**src/sv/sortpq_pkg.sv**
```systemverilog
`timescale 1ns / 1ps
// Shared types and sizing constants for the sorted priority queue.
// No dependencies; imported by the queue and its checker.
package sortpq_pkg;

  localparam int CAPACITY      = 16;
  localparam int VALUE_BITS    = 32;
  localparam int PRIORITY_BITS = 16;

  localparam int OCC_W   = $clog2(CAPACITY + 1);
  localparam int FIELD_V = 32;
  localparam int FIELD_P = 16;
  localparam int COUNT_W = 5;

  typedef enum logic [1:0] {
    MODE_INSERT  = 2'd0,
    MODE_EXTRACT = 2'd1,
    MODE_MODIFY  = 2'd2,
    MODE_STATUS  = 2'd3
  } op_mode_t;

  typedef struct packed {
    logic        [VALUE_BITS-1:0]    value;
    logic signed [PRIORITY_BITS-1:0] prio;
  } entry_t;

endpackage

```
**src/sv/sorted_priority_queue.sv**
```systemverilog
`timescale 1ns / 1ps
// Path from input transfer to result: input register, then result register.
// One item per cycle unless out_stall holds back a result; each item updates all slots
// through parallel compares and shifts, and the next item sees the updated slots.
// Reset: synchronous, active high; clears the occupancy and both valid flags.
// Slot contents are not cleared; only slots below the occupancy are ever read.
module sorted_priority_queue (
  input  logic                               clk,
  input  logic                               rst,
  input  logic                               in_valid,
  output logic                               in_stall,
  input  logic [1:0]                         mode,
  input  logic [sortpq_pkg::FIELD_V-1:0]     item_value,
  input  logic signed [sortpq_pkg::FIELD_P-1:0] item_priority,
  output logic                               out_valid,
  input  logic                               out_stall,
  output logic                               removed_valid,
  output logic [sortpq_pkg::FIELD_V-1:0]     removed_value,
  output logic signed [sortpq_pkg::FIELD_P-1:0] removed_priority,
  output logic                               head_valid,
  output logic [sortpq_pkg::FIELD_V-1:0]     head_value,
  output logic signed [sortpq_pkg::FIELD_P-1:0] head_priority,
  output logic [sortpq_pkg::COUNT_W-1:0]     entry_count,
  output logic                               key_found,
  output logic                               overflow
);
  import sortpq_pkg::*;

  // Input register.
  logic                            s1_valid;
  op_mode_t                        s1_mode;
  logic [VALUE_BITS-1:0]           s1_value;
  logic signed [PRIORITY_BITS-1:0] s1_priority;

  // Queue storage, kept sorted with the head in slot 0.
  entry_t           slots [CAPACITY];
  entry_t           slots_next [CAPACITY];
  logic [OCC_W-1:0] occupancy;
  logic [OCC_W-1:0] occupancy_next;

  logic advance;

  // Step results.
  logic   rm;
  logic   ins;
  logic   found;
  logic   ovf;
  entry_t removed_entry;

  assign advance  = s1_valid && !(out_valid && out_stall);
  assign in_stall = s1_valid && !advance;

  always_comb begin
    logic [CAPACITY-1:0] match;
    logic [CAPACITY-1:0] shift;
    logic [CAPACITY-1:0] le;
    entry_t              comp [CAPACITY];
    entry_t              new_entry;
    logic [OCC_W-1:0]    occ_comp;
    logic                full;
    logic                seen;

    full = (occupancy == OCC_W'(CAPACITY));
    for (int i = 0; i < CAPACITY; i++) begin
      match[i] = (OCC_W'(i) < occupancy) && (slots[i].value == s1_value);
    end
    found = 1'b0;
    ovf   = 1'b0;
    rm    = 1'b0;
    ins   = 1'b0;
    unique case (s1_mode)
      MODE_INSERT: begin
        ovf = full;
        ins = !full;
      end
      MODE_EXTRACT: begin
        rm = (occupancy != '0);
      end
      MODE_MODIFY: begin
        found = |match;
        rm    = found;
        ins   = found;
      end
      MODE_STATUS: begin
      end
      default: begin
      end
    endcase

    // Slots at and above the removed entry move down by one.
    seen = 1'b0;
    for (int i = 0; i < CAPACITY; i++) begin
      if (s1_mode == MODE_EXTRACT) begin
        shift[i] = 1'b1;
      end else begin
        seen     = seen | (match[i] && s1_mode == MODE_MODIFY);
        shift[i] = seen;
      end
    end
    for (int i = 0; i < CAPACITY - 1; i++) begin
      comp[i] = (rm && shift[i]) ? slots[i+1] : slots[i];
    end
    comp[CAPACITY-1] = slots[CAPACITY-1];
    occ_comp = occupancy - OCC_W'(rm);

    // The list is sorted, so the entries not above the new priority form a prefix.
    // A new entry goes after every entry of equal priority.
    for (int i = 0; i < CAPACITY; i++) begin
      le[i] = (OCC_W'(i) < occ_comp) && (comp[i].prio <= s1_priority);
    end
    new_entry.value = s1_value;
    new_entry.prio  = s1_priority;
    if (!ins || le[0]) begin
      slots_next[0] = comp[0];
    end else begin
      slots_next[0] = new_entry;
    end
    for (int i = 1; i < CAPACITY; i++) begin
      if (!ins || le[i]) begin
        slots_next[i] = comp[i];
      end else if (le[i-1]) begin
        slots_next[i] = new_entry;
      end else begin
        slots_next[i] = comp[i-1];
      end
    end
    occupancy_next = occ_comp + OCC_W'(ins);
    removed_entry  = slots[0];
  end

  always_ff @(posedge clk) begin
    if (rst) begin
      s1_valid <= 1'b0;
    end else if (in_valid && !in_stall) begin
      s1_valid <= 1'b1;
    end else if (advance) begin
      s1_valid <= 1'b0;
    end
  end

  always_ff @(posedge clk) begin
    if (in_valid && !in_stall) begin
      s1_mode     <= op_mode_t'(mode);
      s1_value    <= VALUE_BITS'(item_value);
      s1_priority <= PRIORITY_BITS'(item_priority);
    end
  end

  always_ff @(posedge clk) begin
    if (rst) begin
      occupancy <= '0;
    end else if (advance) begin
      occupancy <= occupancy_next;
    end
  end

  always_ff @(posedge clk) begin
    if (advance) begin
      for (int i = 0; i < CAPACITY; i++) begin
        slots[i] <= slots_next[i];
      end
    end
  end

  always_ff @(posedge clk) begin
    if (rst) begin
      out_valid <= 1'b0;
    end else if (advance) begin
      out_valid <= 1'b1;
    end else if (!out_stall) begin
      out_valid <= 1'b0;
    end
  end

  always_ff @(posedge clk) begin
    if (advance) begin
      removed_valid    <= rm && s1_mode == MODE_EXTRACT;
      removed_value    <= (rm && s1_mode == MODE_EXTRACT)
                          ? FIELD_V'(removed_entry.value) : '0;
      removed_priority <= (rm && s1_mode == MODE_EXTRACT)
                          ? FIELD_P'(removed_entry.prio) : '0;
      head_valid       <= (occupancy_next != '0);
      head_value       <= (occupancy_next != '0) ? FIELD_V'(slots_next[0].value) : '0;
      head_priority    <= (occupancy_next != '0) ? FIELD_P'(slots_next[0].prio) : '0;
      entry_count      <= COUNT_W'(occupancy_next);
      key_found        <= found;
      overflow         <= ovf;
    end
  end

endmodule

```
**config.mk**
```make
export PLATFORM = sky130hd
export DESIGN_NAME = sorted_priority_queue
export DESIGN_NICKNAME = d
export VERILOG_FILES = /design/src/sv/sortpq_pkg.sv /design/src/sv/sorted_priority_queue.sv
export SDC_FILE = /design/constraint.sdc
export NUM_CORES = 2
export LEC_CHECK = 0
export BUFFER_PORTS_ARGS = -buffer_cell sky130_fd_sc_hd__clkbuf_2
export CORE_ASPECT_RATIO = 2
export CORE_MARGIN = 4
export CORE_UTILIZATION = 50
export CTS_CLUSTER_DIAMETER = 40
export DETAILED_ROUTE_END_ITERATION = 16
export HOLD_SLACK_MARGIN = 0.05
export PLACE_DENSITY = 0.65
export SYNTH_ARGS = -nofsm -noshare
export SYNTH_HDL_FRONTEND = slang
export SYNTH_SLANG_ARGS = --single-unit
```
**constraint.sdc**
```tcl
create_clock -name clk -period 28.9 [get_ports clk]
set_input_delay 2.89 -clock clk [delete_from_list [all_inputs] [get_ports clk]]
set_output_delay 2.89 -clock clk [all_outputs]
set_load 0.02 [all_outputs]
```
==> Yosys cells after proc, flatten, opt, wreduce, memory -nomap -nowiden <==
Memory sizes are Yosys's and may differ from the RTL's.
Cells that the tools add are included.
{ "word_totals": {"register_bits": 162, "ramBits": 768, "inputBits": 54, "out_inout_bits": 107, "word_cells": 276, "mem_count": 1} }
{ "classes": {"add_sub_neg": 2, "order_cmp": 48, "n_eq_ne": 20, "mux": 83, "bitwise": 14, "reduce_logical": 93} }
{ "mem_list": {"columns": ["name", "words", "width", "rd", "rd_ports_with_merged_regs", "write_ports", "line", "text"], "rows": [
  ["slots", 16, 48, 16, 0, 16, "sorted_priority_queue.sv:36", "entry_t slots [CAPACITY];"]
]} }
{ "ops": {"columns": ["cell", "n"], "rows": [
  ["two-way mux 48 bit", 46],
  ["equality test 32 bit", 16],
  ["less-or-equal comparator 16 bit", 16],
  ["less-than comparator 4 x 5 -> 1 bit, first input constant", 16],
  ["logical AND 1 bit", 67],
  ["less-than comparator 3 x 5 -> 1 bit, first input constant", 8],
  ["two-way mux 1 bit", 35],
  ["less-than comparator 1 x 5 -> 1 bit, first input constant", 4],
  ["less-than comparator 2 x 5 -> 1 bit, first input constant", 4],
  ["logical OR 1 bit", 16],
  ["OR reduction 16 bit", 1],
  ["OR 1 bit", 14],
  ["nonzero test 5 bit", 2],
  ["adder 5 x 1 -> 5 bit", 1],
  ["equality test 5 bit, second input constant", 1],
  ["zero test 1 bit", 5],
  ["subtractor 5 x 1 -> 5 bit", 1],
  ["one-hot mux 1 bit (2 select lines)", 2],
  ["equality test 2 x 1 -> 1 bit, second input constant", 1],
  ["equality test 2 bit, second input constant", 1],
  ["zero test 2 bit", 1],
  ["!= test 2 x 1 -> 1 bit, second input constant", 1],
  ["nonzero test 2 bit", 1]
]} }

==> Logic depth before layout (Yosys ltp) <==
{ "logic_depth": {"word_depth": 38, "ltp_mapped": 28} }

==> Worst setup path after synthesis <==
Ideal clock, no wire load.
{ "synth_timing": {"path_type": "in2reg", "from": "input out_stall", "to": "memory slots[1][336] (netlist name), enable pin", "arrival_time_ns": 21.906, "required_time_ns": 28.489, "path_slack_ns": 6.584, "stages": 4, "path_buffers": 0, "path_cell_list": "nand2_1 nand2_1 inv_1 and3_1"} }
{ "synth_rtl": {"columns": ["item", "line", "text"], "rows": [
  ["from (decl)", "sorted_priority_queue.sv:16", "input logic out_stall,"],
  ["to (decl)", "sorted_priority_queue.sv:36", null]
]} }

==> flow_summary.html <==
<table>
<tr><th>Metric</th><th>Value</th></tr>
<tr><th colspan="2">Clock network</th></tr>
<tr><td>Clock slew at the register clock pins of the worst setup and hold paths</td><td>0.07 ns</td></tr>
<tr><td>Number of buffers created by CTS</td><td>118</td></tr>
<tr><td>CTS tree</td><td>yes</td></tr>
<tr><td>Clock sink total</td><td>930</td></tr>
<tr><td>Number of levels the H-tree was split into</td><td>3</td></tr>
<tr><td>Root Driver</td><td>sky130_fd_sc_hd__clkbuf_16</td></tr>
<tr><td>Number of buffers between clock root and the deepest sink</td><td>3</td></tr>
<tr><td>Post-cts sizing count</td><td>0</td></tr>
<tr><td>Clock latency of the later-clocked register in the worst-skew pair</td><td>approximately 0.74 ns</td></tr>
<tr><td>Quantity of hold-fixing buffers added after cts</td><td>0</td></tr>
<tr><td>Post-CTS Repair Setup Buffers</td><td>0</td></tr>
<tr><th colspan="2">Timing</th></tr>
<tr><td>Minimum setup slack in the final design</td><td>about 20 ns</td></tr>
<tr><td>Slew at the pin closest to its max-slew limit</td><td>1.13 ns</td></tr>
<tr><td>Max-slew headroom at the worst pin</td><td>around a quarter</td></tr>
<tr><td>Share of the clock period used by the worst path</td><td>approximately 30%</td></tr>
<tr><td>Max-slew violation total from the final report</td><td>0</td></tr>
<tr><td>Clock skew after layout</td><td>~0.034 ns</td></tr>
<tr><td>Final sum of negative setup slack</td><td>0 ns</td></tr>
<tr><td>Shortest period the worst path allows</td><td>between 8 and 9 ns</td></tr>
<tr><td>Count of final hold-check violations</td><td>0</td></tr>
<tr><td>Final setup viols</td><td>0</td></tr>
<tr><td>RSZ-0062 raised after global routing</td><td>no</td></tr>
<tr><td>Maximum clock rate</td><td>between 0.1 and 0.15 GHz</td></tr>
<tr><th colspan="2">Synthesis</th></tr>
<tr><td>Synth Cell Area</td><td>between 60000 and 70000 µm²</td></tr>
<tr><td>Top cell type's share of synthesized area</td><td>41.5%</td></tr>
<tr><td>Primary FF master, synth</td><td>sky130_fd_sc_hd__edfxtp_1</td></tr>
<tr><td>Share of flip-flops with an asynchronous set or reset after synthesis</td><td>0%</td></tr>
<tr><td>Library cell occupying the most area in the post-synthesis netlist</td><td>sky130_fd_sc_hd__edfxtp_1</td></tr>
<tr><td>Number of instances in the synthesized netlist</td><td>6072</td></tr>
<tr><td>Netlist cell types</td><td>a little under 90</td></tr>
<tr><td>EDFF count, synth</td><td>a little over 900</td></tr>
<tr><td>Post-synthesis area per instance</td><td>between 10 and 15 µm²</td></tr>
<tr><td>Count of state elements after synthesis</td><td>930</td></tr>
<tr><td>Mapped Nets</td><td>6389</td></tr>
<tr><td>Warnings from Yosys</td><td>0</td></tr>
<tr><td>Seq/Total Area, Yosys</td><td>41.7%</td></tr>
<tr><td>Top area cells in the synthesized netlist</td><td>sky130_fd_sc_hd__edfxtp_1 (42%), sky130_fd_sc_hd__mux2i_1 (13%), sky130_fd_sc_hd__mux2_2 (7.8%)</td></tr>
<tr><th colspan="2">Power</th></tr>
<tr><td>Psw</td><td>approximately 0.0011 W</td></tr>
<tr><td>Pleak</td><td>28.2 nW</td></tr>
<tr><td>Power per unit of standard cell area</td><td>approximately 52 nW/µm²</td></tr>
<tr><td>Sw Ratio</td><td>a little under 30%</td></tr>
<tr><td>Comb pwr share</td><td>16.3%</td></tr>
<tr><td>Sequential fraction of design power</td><td>between 40 and 50%</td></tr>
<tr><td>Clock network fraction of design power</td><td>between 40% and 50%</td></tr>
<tr><td>VDD IR max</td><td>around 0.056 mV</td></tr>
<tr><td>Internal power of the cells</td><td>0.00270 W</td></tr>
<tr><th colspan="2">Global route</th></tr>
<tr><td>Vias in the first global route</td><td>about 54000</td></tr>
<tr><td>Overall global routing resource usage</td><td>about a third</td></tr>
<tr><td>Pin count of the biggest net entering global routing</td><td>~170</td></tr>
<tr><td>Global-route congestion overflow total</td><td>0</td></tr>
<tr><td>Global-route wire length before repair</td><td>between 300 and 400 mm</td></tr>
<tr><td>Number of antenna violations at the first check in global routing</td><td>6</td></tr>
<tr><th colspan="2">Min path</th></tr>
<tr><td>Min-Delay Path Class</td><td>flop to flop</td></tr>
<tr><th colspan="2">Routing</th></tr>
<tr><td>Total number of vias</td><td>roughly 52000</td></tr>
<tr><td>Count of TritonRoute iterations in the first routing pass</td><td>10</td></tr>
<tr><td>Total routed wirelength</td><td>approximately 250 mm</td></tr>
<tr><td>Post-detailed-route DRC marker count</td><td>0</td></tr>
<tr><td>Violation count after the first detailed-route iteration</td><td>4828</td></tr>
<tr><td>Via count normalized by instance count</td><td>~6.6</td></tr>
<tr><td>Antenna viol nets, final</td><td>0</td></tr>
<tr><td>Post-DR wirelength/cell</td><td>~31 µm</td></tr>
<tr><th colspan="2">Floorplanning</th></tr>
<tr><td>Die Area</td><td>around 140000 µm²</td></tr>
<tr><td>X dimension of the die</td><td>between 200 and 300 µm</td></tr>
<tr><td>Num rows</td><td>about 190</td></tr>
<tr><td>Die Height</td><td>approximately 520 µm</td></tr>
<tr><td>Area of the core region</td><td>about 130000 µm²</td></tr>
<tr><td>Initial Utilization</td><td>50.3%</td></tr>
<tr><td>Ports</td><td>approximately 160</td></tr>
<tr><th colspan="2">Finish</th></tr>
<tr><td>Post-synthesis to final-layout area growth</td><td>9.44%</td></tr>
<tr><td>Layout filler cell count</td><td>about 12000</td></tr>
<tr><td>Total area of multi-input combinational cells</td><td>approximately 37000 µm²</td></tr>
<tr><td>Net total in the final layout</td><td>roughly 6400</td></tr>
<tr><td>Sequential Area</td><td>about 28000 µm²</td></tr>
<tr><td>Fraction of final layout cells sized beyond drive strength 1</td><td>approximately 18%</td></tr>
<tr><th colspan="2">Worst setup path</th></tr>
<tr><td>Kind of end point of the critical path</td><td>flop</td></tr>
<tr><td>Largest fanout on the critical path</td><td>between 80 and 90</td></tr>
<tr><td>Sort of element at the start of the critical path</td><td>flop</td></tr>
<tr><td>Arrival time of data at the critical path endpoint</td><td>between 9 and 10 ns</td></tr>
<tr><td>Worst Path Class, Setup</td><td>flop to flop</td></tr>
<tr><td>Critical path data required time</td><td>between 20 and 30 ns</td></tr>
<tr><th colspan="2">Placement</th></tr>
<tr><td>Port Buffers</td><td>160</td></tr>
<tr><td>Final weighted congestion of routability-driven global placement</td><td>a little under 1</td></tr>
<tr><td>Post-place setup slack</td><td>roughly 20 ns</td></tr>
<tr><td>Detailed placement HPWL</td><td>183 mm</td></tr>
<tr><th colspan="2">Outcome</th></tr>
<tr><td>Outcome</td><td>complete, no violations</td></tr>
<tr><th colspan="2">Run</th></tr>
<tr><td>Total of max-cap violations</td><td>0</td></tr>
</table>
## flip-flops by register name (all words and copies together), names as in the netlist, 2 cells and up
signal and flops:
entry_count 5, s1_value 32, s1_priority 16, head_priority 16, removed_value 32, occupancy 5, head_value 32, slots 768
s1_mode 2, removed_priority 16
## area by class of cell
| type | count | area share, % |
|---|---|---|
| diodes | 2 | 0.00685 |
| clock buffers | 135 | 4.21 |
| clock inverters | 85 | 1.31 |
| inverters | 119 | 0.625 |
| multi-input cells | 4558 | 50.2 |
| flip-flops and latches | 930 | 38.1 |
| well taps | 1719 | 2.94 |
| repair buffers | 306 | 2.61 |
## final timing paths
check | startpoint | endpoint | slack, ns | cells after the start
setup / recovery | occupancy[4] | head_priority[3] | 20.37 | 22
hold / removal | s1_valid | out_valid | 0.50 | 2
setup reg to reg | occupancy[4] | head_priority[3] | 20.37 | 22
hold reg to reg | s1_valid | out_valid | 0.50 | 2
## per-stage QoR
stage                     hold WS (ns)  util (%)  area (µm²)  std cells  power (W)
after floorplan                  0.451         -       66800       6072    0.00210
final                            0.496      55.1       73100       7854    0.00383
after detailed placement         0.488      52.0       69000       7632    0.00229
after global placement           0.470      52.0       69000       7632    0.00228
after CTS                        0.503      55.1       73100       7852    0.00383
after global routing             0.575      55.1       73100       7853    0.00395
## per-layer routing
layer / share of wire [%] / track usage (%) / up-vias
met1: 36 / 38.0 / 25864
met3: 5.3 / 3.81 / 798
met4: 7.7 / 21.2 / 4
met2: 51 / 61.2 / 2234
met5: 0.0097 / 0 / -
li1: - / - / 22860
## cell usage in the layout (no fill, tap or decap), drive strengths merged, types with 16 or more instances in the layout
cell     instances
edfxtp         923
mux2i          868
mux2           477
nor2           401
clkbuf         295
a21oi          284
nand2          283
ha             263
xor2           261
xnor2          260
and2           171
nand4          155
buf            146
inv            136
nor4           103
a221oi         102
nand3           95
o21ai           95
a211oi          83
a21o            78
o31ai           54
nor3            52
o221ai          50
nor3b           49
o21a            46
clkinv          43
a41o            32
a2bb2oi         31
nor2b           29
nand2b          27
and3            24
or2             23
a21boi          19
o221a           16
## synthesized netlist by cell type, types with 83 or more instances
library cell / instances
sky130_fd_sc_hd__a211oi_1: 83
sky130_fd_sc_hd__a21oi_1: 282
sky130_fd_sc_hd__and2_1: 170
sky130_fd_sc_hd__buf_2: 167
sky130_fd_sc_hd__clkbuf_1: 231
sky130_fd_sc_hd__edfxtp_1: 923
sky130_fd_sc_hd__ha_1: 263
sky130_fd_sc_hd__inv_1: 117
sky130_fd_sc_hd__mux2_2: 463
sky130_fd_sc_hd__mux2i_1: 868
sky130_fd_sc_hd__nand2_1: 283
sky130_fd_sc_hd__nand3_1: 95
sky130_fd_sc_hd__nand4_1: 154
sky130_fd_sc_hd__nor2_1: 400
sky130_fd_sc_hd__nor4_1: 103
sky130_fd_sc_hd__o21ai_0: 85
sky130_fd_sc_hd__xnor2_1: 260
sky130_fd_sc_hd__xor2_1: 261
## critical path: stages, from the launching register on
cell                      delay [ns]
sky130_fd_sc_hd__dfxtp_1        0.60
sky130_fd_sc_hd__or2_1          0.60
sky130_fd_sc_hd__nor3_1         0.54
sky130_fd_sc_hd__nor3_1         0.14
sky130_fd_sc_hd__nand4_1        0.28
sky130_fd_sc_hd__nand4_1        0.38
sky130_fd_sc_hd__o41ai_4        0.41
sky130_fd_sc_hd__buf_4          0.29
sky130_fd_sc_hd__o21a_4         0.56
sky130_fd_sc_hd__buf_4          0.51
sky130_fd_sc_hd__mux2_4         0.36
sky130_fd_sc_hd__ha_1           0.31
sky130_fd_sc_hd__a21o_1         0.18
sky130_fd_sc_hd__a21o_1         0.17
sky130_fd_sc_hd__a21o_1         0.17
sky130_fd_sc_hd__a21oi_1        0.16
sky130_fd_sc_hd__nor2b_1        0.06
sky130_fd_sc_hd__o21ai_0        0.15
sky130_fd_sc_hd__a41oi_1        0.22
sky130_fd_sc_hd__o21ai_4        0.77
sky130_fd_sc_hd__buf_4          0.74
sky130_fd_sc_hd__mux2_2         0.42
sky130_fd_sc_hd__and2_1         0.14
## power by group through the flow
stage / Sequential (W) / Clock (W) / Combinational, W
after floorplan: 0.00170 / 0 / 0.000406
after global placement: 0.00167 / 0 / 0.000600
after detailed placement: 0.00168 / 0 / 0.000611
after CTS: 0.00165 / 0.00157 / 0.000614
after global routing: 0.00165 / 0.00163 / 0.000665
final: 0.00165 / 0.00156 / 0.000624
## kinds of logic (layout without fill, tap and decap cells)
group / Yosys count / after routing / synth area share, %
simple gates: 1484 / 1484 / 11.4
mux: 1345 / 1345 / 21.1
compound gates: 945 / 945 / 10.1
flops: 930 / 930 / 41.7
buf+inv: 584 / 645 / 3.88
xor+xnor: 521 / 521 / 6.83
fa+ha+maj: 263 / 263 / 4.93
other cells: 0 / 2 / 0
Note: power is estimated with default switching activity, not from simulation.
